File: config.mk
export PLATFORM = sky130hd
export DESIGN_NAME = websocket_frame_deframer_unit_flat
export DESIGN_NICKNAME = d
export VERILOG_FILES = /design/src/sv/wsd_pkg.sv /design/src/sv/wsd_if.sv /design/src/sv/wsd_front.sv /design/src/sv/wsd_queue.sv /design/src/sv/wsd_back.sv /design/src/sv/websocket_frame_deframer_unit.sv /design/src/flat_wrapper.sv
export VERILOG_INCLUDE_DIRS = /design/src /design/src/sv
export SDC_FILE = /design/constraint.sdc
export NUM_CORES = 1
export LEC_CHECK = 0
export ABC_AREA = 1
export BUFFER_PORTS_ARGS = -buffer_cell sky130_fd_sc_hd__buf_2
export CORE_MARGIN = 1.5
export CORE_UTILIZATION = 62
export CTS_CLUSTER_SIZE = 20
export DETAILED_ROUTE_END_ITERATION = 16
export HOLD_SLACK_MARGIN = 0.12
export PLACE_DENSITY = 0.8
export SLEW_MARGIN = 20
export SYNTH_ARGS = -nofsm -noshare
export SYNTH_HDL_FRONTEND = slang
export SYNTH_HIERARCHICAL = 1
export SYNTH_SLANG_ARGS = --single-unit
export TNS_END_PERCENT = 10
File: constraint.sdc
create_clock -name clk -period 7.82 [get_ports clk]
set_input_delay 0.782 -clock clk [delete_from_list [all_inputs] [get_ports clk]]
set_output_delay 0.782 -clock clk [all_outputs]
set_load 0.005 [all_outputs]
File: src/sv/websocket_frame_deframer_unit_assert.svh
// Assertion macros used by the deframer queue.
// Each expects clk and rst_n in the enclosing scope.
`ifndef WEBSOCKET_FRAME_DEFRAMER_UNIT_ASSERT_SVH
`define WEBSOCKET_FRAME_DEFRAMER_UNIT_ASSERT_SVH

// Condition implies consequence in the same cycle.
`define WSD_ASSERT_NOW(lbl, cond, cons, msg) \
  lbl: assert property (@(posedge clk) disable iff (!rst_n) (cond) |-> (cons)) \
    else $error(msg);

// Condition implies consequence in the next cycle.
`define WSD_ASSERT_NEXT(lbl, cond, cons, msg) \
  lbl: assert property (@(posedge clk) disable iff (!rst_n) (cond) |=> (cons)) \
    else $error(msg);

`endif

File: src/sv/wsd_pkg.sv
package wsd_pkg;

  localparam int LEN_WIDTH_DEF = 64;
  localparam int Q_DEPTH_DEF   = 2;
  localparam int OUT_LEN_W     = 64;

  typedef enum logic [2:0] {
    PH_HDR0    = 3'd0,
    PH_HDR1    = 3'd1,
    PH_EXTLEN  = 3'd2,
    PH_KEY     = 3'd3,
    PH_PAYLOAD = 3'd4,
    PH_DROP    = 3'd5
  } phase_t;

  typedef enum logic [1:0] {
    RK_HEADER  = 2'd0,
    RK_PAYLOAD = 2'd1,
    RK_ERROR   = 2'd2
  } rkind_t;

  localparam logic ERR_OPCODE = 1'b0;
  localparam logic ERR_MASK   = 1'b1;

  localparam logic IN_BYTE    = 1'b0;
  localparam logic IN_RESTART = 1'b1;

  localparam logic [3:0] OP_CONT  = 4'h0;
  localparam logic [3:0] OP_TEXT  = 4'h1;
  localparam logic [3:0] OP_BIN   = 4'h2;
  localparam logic [3:0] OP_CLOSE = 4'h8;
  localparam logic [3:0] OP_PING  = 4'h9;
  localparam logic [3:0] OP_PONG  = 4'ha;

  localparam logic [6:0] LEN7_EXT16 = 7'd126;
  localparam logic [6:0] LEN7_EXT64 = 7'd127;

  localparam logic [3:0] EXT16_BYTES = 4'd2;
  localparam logic [3:0] EXT64_BYTES = 4'd8;
  localparam logic [2:0] KEY_BYTES   = 3'd4;

  typedef struct packed {
    rkind_t                 kind;
    logic                   fin;
    logic [3:0]             opcode;
    logic [OUT_LEN_W-1:0]   length;
    logic [7:0]             data;
    logic [7:0]             key_byte;
    logic                   last;
    logic                   err;
  } wsd_cmd_t;

  typedef struct packed {
    logic push;
    logic full;
  } wsd_qctl_t;

  function automatic logic opcode_allowed(logic [3:0] op);
    logic ok;
    case (op)
      OP_CONT, OP_TEXT, OP_BIN, OP_CLOSE, OP_PING, OP_PONG: ok = 1'b1;
      default: ok = 1'b0;
    endcase
    return ok;
  endfunction

endpackage

File: src/sv/wsd_if.sv
interface wsd_in_if
  import wsd_pkg::*;
();
  logic       valid;
  logic       ready;
  logic       kind;
  logic [7:0] data_byte;

  modport source (output valid, output kind, output data_byte, input ready);
  modport sink   (input valid, input kind, input data_byte, output ready);
endinterface

interface wsd_out_if
  import wsd_pkg::*;
();
  logic                 valid;
  logic                 ready;
  logic [1:0]           result_kind;
  logic                 fin_flag;
  logic [3:0]           frame_opcode;
  logic [OUT_LEN_W-1:0] frame_length;
  logic [7:0]           payload_byte;
  logic                 last_flag;
  logic                 error_code;

  modport source (output valid, output result_kind, output fin_flag, output frame_opcode,
                  output frame_length, output payload_byte, output last_flag,
                  output error_code, input ready);
  modport sink   (input valid, input result_kind, input fin_flag, input frame_opcode,
                  input frame_length, input payload_byte, input last_flag,
                  input error_code, output ready);
endinterface

File: src/sv/wsd_front.sv
module wsd_front
  import wsd_pkg::*;
#(
  parameter int LEN_WIDTH = LEN_WIDTH_DEF
) (
  input  logic      clk,
  input  logic      rst_n,
  input  logic      in_valid,
  output logic      in_ready,
  input  logic      in_kind,
  input  logic [7:0] in_data,
  input  logic      q_full,
  output logic      q_push,
  output wsd_cmd_t  q_cmd
);

  phase_t               phase_r, phase_nxt;
  logic                 fin_r, fin_nxt;
  logic [3:0]           op_r, op_nxt;
  logic [3:0]           ext_left_r, ext_left_nxt;
  logic [LEN_WIDTH-1:0] len_r, len_nxt;
  logic [31:0]          key_r, key_nxt;
  logic [2:0]           key_left_r, key_left_nxt;
  logic [LEN_WIDTH-1:0] idx_r, idx_nxt;

  logic                 beat;
  logic                 byte_beat;
  logic [LEN_WIDTH-1:0] idx_inc;
  logic                 pay_last;
  logic [3:0]           ext_dec;
  logic [2:0]           key_dec;
  logic [7:0]           key_sel;

  assign in_ready  = !q_full;
  assign beat      = in_valid && in_ready;
  assign byte_beat = beat && (in_kind == IN_BYTE);
  assign idx_inc   = idx_r + LEN_WIDTH'(1);
  assign pay_last  = (idx_inc >= len_r);
  assign ext_dec   = ext_left_r - 4'd1;
  assign key_dec   = key_left_r - 3'd1;

  always_comb begin
    case (idx_r[1:0])
      2'd0:    key_sel = key_r[31:24];
      2'd1:    key_sel = key_r[23:16];
      2'd2:    key_sel = key_r[15:8];
      default: key_sel = key_r[7:0];
    endcase
  end

  always_comb begin
    phase_nxt = phase_r;
    if (beat && in_kind == IN_RESTART) begin
      phase_nxt = PH_HDR0;
    end else if (byte_beat) begin
      case (phase_r)
        PH_HDR0:    phase_nxt = opcode_allowed(in_data[3:0]) ? PH_HDR1 : PH_DROP;
        PH_HDR1: begin
          if (!in_data[7]) begin
            phase_nxt = PH_DROP;
          end else if (in_data[6:0] == LEN7_EXT16 || in_data[6:0] == LEN7_EXT64) begin
            phase_nxt = PH_EXTLEN;
          end else begin
            phase_nxt = PH_KEY;
          end
        end
        PH_EXTLEN:  phase_nxt = (ext_dec == 4'd0) ? PH_KEY : PH_EXTLEN;
        PH_KEY: begin
          if (key_dec == 3'd0) begin
            phase_nxt = (len_r == '0) ? PH_HDR0 : PH_PAYLOAD;
          end
        end
        PH_PAYLOAD: phase_nxt = pay_last ? PH_HDR0 : PH_PAYLOAD;
        default:    phase_nxt = phase_r;
      endcase
    end
  end

  always_comb begin
    fin_nxt      = fin_r;
    op_nxt       = op_r;
    ext_left_nxt = ext_left_r;
    len_nxt      = len_r;
    key_nxt      = key_r;
    key_left_nxt = key_left_r;
    idx_nxt      = idx_r;
    q_push       = 1'b0;
    q_cmd.kind     = RK_HEADER;
    q_cmd.fin      = fin_r;
    q_cmd.opcode   = op_r;
    q_cmd.length   = '0;
    q_cmd.data     = 8'd0;
    q_cmd.key_byte = 8'd0;
    q_cmd.last     = 1'b0;
    q_cmd.err      = 1'b0;
    if (beat && in_kind == IN_RESTART) begin
      fin_nxt      = 1'b0;
      op_nxt       = 4'd0;
      ext_left_nxt = 4'd0;
      len_nxt      = '0;
      key_nxt      = 32'd0;
      key_left_nxt = 3'd0;
      idx_nxt      = '0;
    end else if (byte_beat) begin
      case (phase_r)
        PH_HDR0: begin
          fin_nxt = in_data[7];
          op_nxt  = in_data[3:0];
          if (!opcode_allowed(in_data[3:0])) begin
            q_push       = 1'b1;
            q_cmd.kind   = RK_ERROR;
            q_cmd.fin    = in_data[7];
            q_cmd.opcode = in_data[3:0];
            q_cmd.err    = ERR_OPCODE;
          end
        end
        PH_HDR1: begin
          if (!in_data[7]) begin
            q_push     = 1'b1;
            q_cmd.kind = RK_ERROR;
            q_cmd.err  = ERR_MASK;
          end else begin
            key_nxt      = 32'd0;
            key_left_nxt = KEY_BYTES;
            if (in_data[6:0] == LEN7_EXT16) begin
              len_nxt      = '0;
              ext_left_nxt = EXT16_BYTES;
            end else if (in_data[6:0] == LEN7_EXT64) begin
              len_nxt      = '0;
              ext_left_nxt = EXT64_BYTES;
            end else begin
              len_nxt = LEN_WIDTH'(in_data[6:0]);
            end
          end
        end
        PH_EXTLEN: begin
          len_nxt      = {len_r[LEN_WIDTH-9:0], in_data};
          ext_left_nxt = ext_dec;
        end
        PH_KEY: begin
          key_nxt      = {key_r[23:0], in_data};
          key_left_nxt = key_dec;
          if (key_dec == 3'd0) begin
            idx_nxt      = '0;
            q_push       = 1'b1;
            q_cmd.kind   = RK_HEADER;
            q_cmd.length = OUT_LEN_W'(len_r);
            q_cmd.last   = (len_r == '0);
          end
        end
        PH_PAYLOAD: begin
          idx_nxt        = idx_inc;
          q_push         = 1'b1;
          q_cmd.kind     = RK_PAYLOAD;
          q_cmd.length   = OUT_LEN_W'(len_r);
          q_cmd.data     = in_data;
          q_cmd.key_byte = key_sel;
          q_cmd.last     = pay_last;
        end
        default: begin
          q_push = 1'b0;
        end
      endcase
    end
  end

  always_ff @(posedge clk) begin
    if (!rst_n) begin
      phase_r    <= PH_HDR0;
      fin_r      <= 1'b0;
      op_r       <= 4'd0;
      ext_left_r <= 4'd0;
      len_r      <= '0;
      key_r      <= 32'd0;
      key_left_r <= 3'd0;
      idx_r      <= '0;
    end else begin
      phase_r    <= phase_nxt;
      fin_r      <= fin_nxt;
      op_r       <= op_nxt;
      ext_left_r <= ext_left_nxt;
      len_r      <= len_nxt;
      key_r      <= key_nxt;
      key_left_r <= key_left_nxt;
      idx_r      <= idx_nxt;
    end
  end

endmodule

File: src/sv/wsd_queue.sv
`include "websocket_frame_deframer_unit_assert.svh"

module wsd_queue
  import wsd_pkg::*;
#(
  parameter int DEPTH = Q_DEPTH_DEF
) (
  input  logic      clk,
  input  logic      rst_n,
  input  logic      push,
  input  wsd_cmd_t  push_cmd,
  output logic      full,
  input  logic      pop,
  output logic      head_valid,
  output wsd_cmd_t  head_cmd
);

  localparam int PTR_W = $clog2(DEPTH);
  localparam int CNT_W = $clog2(DEPTH + 1);

  wsd_cmd_t           mem_r [DEPTH];
  logic [PTR_W-1:0]   wr_ptr_r, wr_ptr_nxt;
  logic [PTR_W-1:0]   rd_ptr_r, rd_ptr_nxt;
  logic [CNT_W-1:0]   count_r, count_nxt;
  wsd_qctl_t          ctl;

  assign ctl.push   = push;
  assign ctl.full   = (count_r == CNT_W'(DEPTH));
  assign full       = ctl.full;
  assign head_valid = (count_r != '0);
  assign head_cmd   = mem_r[rd_ptr_r];

  always_comb begin
    wr_ptr_nxt = wr_ptr_r;
    rd_ptr_nxt = rd_ptr_r;
    count_nxt  = count_r;
    if (ctl.push) begin
      wr_ptr_nxt = (wr_ptr_r == PTR_W'(DEPTH - 1)) ? '0 : wr_ptr_r + PTR_W'(1);
    end
    if (pop) begin
      rd_ptr_nxt = (rd_ptr_r == PTR_W'(DEPTH - 1)) ? '0 : rd_ptr_r + PTR_W'(1);
    end
    case ({ctl.push, pop})
      2'b10:   count_nxt = count_r + CNT_W'(1);
      2'b01:   count_nxt = count_r - CNT_W'(1);
      default: count_nxt = count_r;
    endcase
  end

  always_ff @(posedge clk) begin
    if (ctl.push) begin
      mem_r[wr_ptr_r] <= push_cmd;
    end
  end

  always_ff @(posedge clk) begin
    if (!rst_n) begin
      wr_ptr_r <= '0;
      rd_ptr_r <= '0;
      count_r  <= '0;
    end else begin
      wr_ptr_r <= wr_ptr_nxt;
      rd_ptr_r <= rd_ptr_nxt;
      count_r  <= count_nxt;
    end
  end

  `WSD_ASSERT_NOW(a_no_push_full, ctl.full, !ctl.push, "push into full queue")
  `WSD_ASSERT_NOW(a_no_pop_empty, pop, head_valid, "pop from empty queue")
  `WSD_ASSERT_NEXT(a_push_fills, ctl.push && !pop, count_r != '0, "push lost")
  `WSD_ASSERT_NOW(a_ptrs_match, count_r == '0 || ctl.full, wr_ptr_r == rd_ptr_r,
                  "pointers disagree with fill count")

endmodule

File: src/sv/wsd_back.sv
module wsd_back
  import wsd_pkg::*;
(
  input  logic               clk,
  input  logic               rst_n,
  input  logic               head_valid,
  input  wsd_cmd_t           head_cmd,
  output logic               pop,
  output logic               out_valid,
  input  logic               out_ready,
  output logic [1:0]         out_result_kind,
  output logic               out_fin_flag,
  output logic [3:0]         out_frame_opcode,
  output logic [OUT_LEN_W-1:0] out_frame_length,
  output logic [7:0]         out_payload_byte,
  output logic               out_last_flag,
  output logic               out_error_code
);

  logic                 valid_r, valid_nxt;
  logic [1:0]           kind_r;
  logic                 fin_r;
  logic [3:0]           op_r;
  logic [OUT_LEN_W-1:0] len_r;
  logic [7:0]           byte_r;
  logic                 last_r;
  logic                 err_r;

  assign pop = head_valid && (!valid_r || out_ready);

  always_comb begin
    valid_nxt = valid_r;
    if (pop) begin
      valid_nxt = 1'b1;
    end else if (out_ready) begin
      valid_nxt = 1'b0;
    end
  end

  always_ff @(posedge clk) begin
    if (!rst_n) begin
      valid_r <= 1'b0;
    end else begin
      valid_r <= valid_nxt;
    end
  end

  always_ff @(posedge clk) begin
    if (pop) begin
      kind_r <= head_cmd.kind;
      fin_r  <= head_cmd.fin;
      op_r   <= head_cmd.opcode;
      len_r  <= head_cmd.length;
      byte_r <= head_cmd.data ^ head_cmd.key_byte;
      last_r <= head_cmd.last;
      err_r  <= head_cmd.err;
    end
  end

  assign out_valid        = valid_r;
  assign out_result_kind  = kind_r;
  assign out_fin_flag     = fin_r;
  assign out_frame_opcode = op_r;
  assign out_frame_length = len_r;
  assign out_payload_byte = byte_r;
  assign out_last_flag    = last_r;
  assign out_error_code   = err_r;

endmodule

File: src/sv/websocket_frame_deframer_unit.sv
// Server-side WebSocket frame decoder taking one received byte per beat and
// sustaining one beat per cycle unless the queue is full: header, extended
// length and masking key are parsed by a per-byte state machine, and each
// header, payload or error result passes through a queue (two entries by
// default) into a registered output stage that applies the key. With the output
// stalled the input keeps accepting until the queue fills. Restart beats and
// error-free header bytes before the last key byte give no result; the last key
// byte gives the header result. After an error bytes are dropped until restart.
module websocket_frame_deframer_unit
  import wsd_pkg::*;
#(
  parameter int LEN_WIDTH   = LEN_WIDTH_DEF,
  parameter int QUEUE_DEPTH = Q_DEPTH_DEF
) (
  input  logic           clk,
  input  logic           rst_n,
  wsd_in_if.sink         in_chan,
  wsd_out_if.source      out_chan
);

  wsd_cmd_t q_in_cmd;
  wsd_cmd_t q_head_cmd;
  logic     q_push;
  logic     q_full;
  logic     q_pop;
  logic     q_head_valid;

  wsd_front #(
    .LEN_WIDTH (LEN_WIDTH)
  ) u_front (
    .clk      (clk),
    .rst_n    (rst_n),
    .in_valid (in_chan.valid),
    .in_ready (in_chan.ready),
    .in_kind  (in_chan.kind),
    .in_data  (in_chan.data_byte),
    .q_full   (q_full),
    .q_push   (q_push),
    .q_cmd    (q_in_cmd)
  );

  wsd_queue #(
    .DEPTH (QUEUE_DEPTH)
  ) u_queue (
    .clk        (clk),
    .rst_n      (rst_n),
    .push       (q_push),
    .push_cmd   (q_in_cmd),
    .full       (q_full),
    .pop        (q_pop),
    .head_valid (q_head_valid),
    .head_cmd   (q_head_cmd)
  );

  wsd_back u_back (
    .clk              (clk),
    .rst_n            (rst_n),
    .head_valid       (q_head_valid),
    .head_cmd         (q_head_cmd),
    .pop              (q_pop),
    .out_valid        (out_chan.valid),
    .out_ready        (out_chan.ready),
    .out_result_kind  (out_chan.result_kind),
    .out_fin_flag     (out_chan.fin_flag),
    .out_frame_opcode (out_chan.frame_opcode),
    .out_frame_length (out_chan.frame_length),
    .out_payload_byte (out_chan.payload_byte),
    .out_last_flag    (out_chan.last_flag),
    .out_error_code   (out_chan.error_code)
  );

endmodule
File: src/flat_wrapper.sv
// flat-port wrapper written by rule: the top's interface ports become plain ports
module websocket_frame_deframer_unit_flat import wsd_pkg::*;
#(
  parameter int LEN_WIDTH   = LEN_WIDTH_DEF,
  parameter int QUEUE_DEPTH = Q_DEPTH_DEF
)
  (clk, rst_n, in_chan_valid, in_chan_kind, in_chan_data_byte, in_chan_ready, out_chan_valid, out_chan_result_kind, out_chan_fin_flag, out_chan_frame_opcode, out_chan_frame_length, out_chan_payload_byte, out_chan_last_flag, out_chan_error_code, out_chan_ready);
  wsd_in_if in_chan_i ();
  wsd_out_if out_chan_i ();
  input  logic clk;
  input  logic rst_n;
  input wire logic [$bits(in_chan_i.valid)-1:0] in_chan_valid;
  input wire logic [$bits(in_chan_i.kind)-1:0] in_chan_kind;
  input wire logic [$bits(in_chan_i.data_byte)-1:0] in_chan_data_byte;
  output wire logic [$bits(in_chan_i.ready)-1:0] in_chan_ready;
  output wire logic [$bits(out_chan_i.valid)-1:0] out_chan_valid;
  output wire logic [$bits(out_chan_i.result_kind)-1:0] out_chan_result_kind;
  output wire logic [$bits(out_chan_i.fin_flag)-1:0] out_chan_fin_flag;
  output wire logic [$bits(out_chan_i.frame_opcode)-1:0] out_chan_frame_opcode;
  output wire logic [$bits(out_chan_i.frame_length)-1:0] out_chan_frame_length;
  output wire logic [$bits(out_chan_i.payload_byte)-1:0] out_chan_payload_byte;
  output wire logic [$bits(out_chan_i.last_flag)-1:0] out_chan_last_flag;
  output wire logic [$bits(out_chan_i.error_code)-1:0] out_chan_error_code;
  input wire logic [$bits(out_chan_i.ready)-1:0] out_chan_ready;
  assign in_chan_i.valid = in_chan_valid;
  assign in_chan_i.kind = in_chan_kind;
  assign in_chan_i.data_byte = in_chan_data_byte;
  assign in_chan_ready = in_chan_i.ready;
  assign out_chan_valid = out_chan_i.valid;
  assign out_chan_result_kind = out_chan_i.result_kind;
  assign out_chan_fin_flag = out_chan_i.fin_flag;
  assign out_chan_frame_opcode = out_chan_i.frame_opcode;
  assign out_chan_frame_length = out_chan_i.frame_length;
  assign out_chan_payload_byte = out_chan_i.payload_byte;
  assign out_chan_last_flag = out_chan_i.last_flag;
  assign out_chan_error_code = out_chan_i.error_code;
  assign out_chan_i.ready = out_chan_ready;
  websocket_frame_deframer_unit #(.LEN_WIDTH(LEN_WIDTH), .QUEUE_DEPTH(QUEUE_DEPTH)) u_core (.clk(clk), .rst_n(rst_n), .in_chan(in_chan_i), .out_chan(out_chan_i));
endmodule
==> impl_metrics.yaml <==
global_routing:
  grt_overflow: 0
  first_global_vias: 14400
  gr-usage-all-layers: 0.290
  grt_pass1_wl_mm: 76.1
  antenna_found_initial: 0
  grt_max_degree: 104
clocking:
  clock_path_buffers: 3
  post_cts_buffers: 0
  cts_hold_buf: 0
  clk_pin_slew_ns: 0.06
  cts_tree: "done"
  cts_sinks: 440
  insertion_delay_ns: 0.54
  cts-buffers-inserted: 44
  root_buffer: "clkbuf_16"
  ctsResizeCount: 0
  htreeDepth: 2
floorplan:
  fp.coreArea_sq_mm: 0.0324
  ioPinCount: 96
  row_count: 66
  start_util: 0.626
  dieArea_sq_mm: 0.0338
  die_w_um: 184
  die_h_um: 184
final_layout:
  post-route-util: 0.695
  drive_gt1_frac: 0.152
  layout.nets: 2263
  fillers: 2425
  final_area_sq_mm: 0.0225
  syn_to_final_growth_pct: 11.1
  n_antenna_cell: 0
sta:
  worst_pin_slew_ns: 1.04
  relSlewSlack: 0.309
  fin_skew_ns: 0.0223
  fmax_ghz: 0.244
  fin_crit_sh: 0.525
  setup_tns_ns: 0
  final_hold_viol_count: 0
  period_minus_slack_ns: 4.10
  rsz0062_at_grt: "no"
  slew_viol_final: 0
  setup_viol: 0
power_and_ir_drop:
  swShare: 0.253
  ir_worst_vdd_uv: 249
  p_leak_nw: 8.10
  power_density_mw_per_mm2: 257
  intPower_w: 0.00432
  clkPwrFrac: 0.352
  power.net_switching_w: 0.00146
  pwr-share-seq: 0.508
  combinationalPowerShare: 0.140
route:
  dr_total_vias: 15100
  drt_pre_antenna_iters: 8
  drc: 0
  post_drt_wl_per_cell_um: 18.5
  drtIter0Drc: 1644
  vias_per_cell: 5.69
  antenna_left: 0
  routed_wl_mm: 49.1
logic_synthesis:
  synth_nets: 2183
  yosys_warnings: 6
  syn_area_sq_mm: 0.0203
  yosys.area.top_type_share: 0.384
  synth_fa_ha_area_frac: 0.0457
  ys_top_cells_by_count: "523 x nand2_1, 259 x edfxtp_1, 217 x a21oi_1"
  synth_cell_types: 49
  synth_most_common_cell: "nand2_1"
  synth-main-ff-cell: "edfxtp_1"
  synth_xor_area_frac: 0.0296
  ys_top_cells_by_area: "edfxtp_1 38%, dfxtp_1 18%, nand2_1 9.7%, a21oi_1 5.4%, ha_1 4.6%"
  yosysSeqAreaShare: 0.563
  yosys.area_share.simple: 0.183
  synth_async_sr_flop_share: 0
  synth_top_family_by_area: "simple AND/OR/NAND/NOR gates"
  ys_ff_latch: 440
  synth_compound_area_frac: 0.0730
  yosys.area.top_type: "edfxtp_1"
  synth_edf_count: 259
  synthMuxAreaShare: 0.0513
  avgSynthCellArea_sq_um: 9.67
  syn_inst: 2096
worst_hold_path:
  whs_path_depth: 2
  min-delay-start: "u_core/u_front/key_left_r[1]$_SDFFE_PP0P_"
  min_to: "u_core/u_front/key_left_r[1]$_SDFFE_PP0P_"
  min_path_type: "register to register"
critical_path:
  critPathKind: "register to register"
  end_kind: "register"
  crit_fanout: 9
  timing.rr.start: "u_core/u_front/idx_r[0]$_SDFFE_PP0P_"
  arrival_ns: 4.48
  rr_worst_depth: 17
  rrSetupSlack_ns: 3.72
  worst_setup_path_start_kind: "register"
  worstReg2RegEnd: "u_core/u_queue/mem_r[1][1]$_DFFE_PP_"
  cp.required_ns: 8.20
place:
  dpl_cell_area_sq_mm: 0.0211
  hpwl_mm: 34.0
  place.port_buffers: 95
  finalWeightedCongestion: 0.957
status:
  status: "completed"
run:
  drv_cap: 0
## how the worst max path moves through the flow
stage | to | slack (ns) | startpoint
6_report | u_core/u_queue/mem_r[1][1]$_DFFE_PP_ | 3.72 | u_core/u_front/idx_r[0]$_SDFFE_PP0P_
4_1_cts | u_core/u_queue/mem_r[0][1]$_DFFE_PP_ | 3.93 | u_core/u_front/idx_r[0]$_SDFFE_PP0P_
3_3_place_gp | u_core/u_queue/mem_r[0][1]$_DFFE_PP_ | 4.00 | u_core/u_front/idx_r[0]$_SDFFE_PP0P_
2_1_floorplan | u_core/u_queue/count_r[1]$_SDFFE_PN0P_ | 1.85 | out_chan_ready
5_1_grt | u_core/u_queue/mem_r[1][1]$_DFFE_PP_ | 3.48 | u_core/u_front/idx_r[0]$_SDFFE_PP0P_
3_5_place_dp | u_core/u_queue/mem_r[0][1]$_DFFE_PP_ | 3.95 | u_core/u_front/idx_r[0]$_SDFFE_PP0P_
## critical path, cell delays in order (launching register included)
cell	delay (ns)
dfxtp_1	0.63
nand3_1	0.34
inv_1	0.16
nand2_1	0.17
nor2_1	0.44
nand2_1	0.24
nor2_1	0.24
nand2_1	0.09
and2_1	0.16
ha_1	0.31
nand4_1	0.10
nor3_1	0.27
nand3_1	0.14
nor2_1	0.21
nand2_1	0.10
a21oi_1	0.13
nor2_1	0.05
a21oi_1	0.14
## stage by stage
stage | std cells | hold WS (ns) | power (W) | setup WS (ns)
global placement | 2572 | 0.449 | 0.00377 | 4.00
CTS | 2653 | 0.467 | 0.00583 | 3.93
floorplan | 2096 | 0.441 | 0.00352 | 1.85
finish | 2653 | 0.467 | 0.00579 | 3.72
detailed placement | 2572 | 0.453 | 0.00381 | 3.95
global route | 2653 | 0.481 | 0.00601 | 3.48
## sequential cells by signal, indices dropped and copies added (netlist names), 2 cells and up, named ones only
| name | count |
|---|---|
| u_core/u_back/out_frame_opcode | 4 |
| u_core/u_front/key_r | 32 |
| u_core/u_queue/mem_r | 178 |
| u_core/u_front/ext_left_r | 4 |
| u_core/u_queue/count_r | 2 |
| u_core/u_front/key_left_r | 3 |
| u_core/u_front/idx_r | 64 |
| u_core/u_back/out_result_kind | 2 |
| u_core/u_front/len_r | 64 |
| u_core/u_back/out_payload_byte | 8 |
| u_core/u_back/out_frame_length | 64 |
| u_core/u_front/phase_r | 3 |
| u_core/u_front/op_r | 4 |
## cell families (layout without fill, tap and decap cells)
family / after synthesis / count (layout)
fa+ha+maj: 74 / 74
mux: 89 / 89
simple gates: 869 / 869
flops: 440 / 440
xor+xnor: 65 / 65
buf+inv: 278 / 393
compound gates: 281 / 281
## final cells by class
class                           count  area, sq um  area share
Clock inverter                     25          204     0.00906
Clock buffer                       56         1200      0.0532
Inverter                          204          767      0.0341
Multi-Input combinational cell   1378         7800       0.347
Sequential cell                   440        11400       0.507
Tap cell                          442          553      0.0246
Timing Repair Buffer              108          577      0.0256
## power groups by stage
stage / combinational, W / sequential [W] / clock, W
after global placement: 0.000790 / 0.00298 / 0
after global routing: 0.000895 / 0.00297 / 0.00214
after floorplan: 0.000482 / 0.00303 / 0
after detailed placement: 0.000820 / 0.00299 / 0
after CTS: 0.000825 / 0.00294 / 0.00206
final: 0.000811 / 0.00294 / 0.00203
## cell usage in the layout, fill, tap and decap left out, types with 5 or more instances in the layout
cell type / count
inv_1: 191
xor2_1: 54
nand4_1: 30
nand3_1: 39
o21ai_0: 31
clkbuf_8: 5
mux2_4: 10
nand2_1: 522
nor3_1: 27
clkbuf_1: 6
a211oi_1: 9
dfxtp_1: 180
inv_2: 12
nor2_1: 185
buf_4: 12
nor3_2: 6
clkbuf_16: 44
mux2_2: 79
nor2_2: 11
a31oi_1: 9
a21oi_1: 216
clkinv_2: 12
and2_1: 6
ha_1: 74
edfxtp_1: 259
xnor2_1: 7
nor4_1: 12
buf_2: 95
nor2_4: 7
## layer usage
metal	vias to the layer above	global-route usage	wire length (um)
li1	7141	-	-
met1	7237	0.402	21100
met2	631	0.469	22900
met3	91	0.0452	3790
met4	0	0.0934	1320
met5	-	0	0
Note: power is estimated with default switching activity, not from simulation.
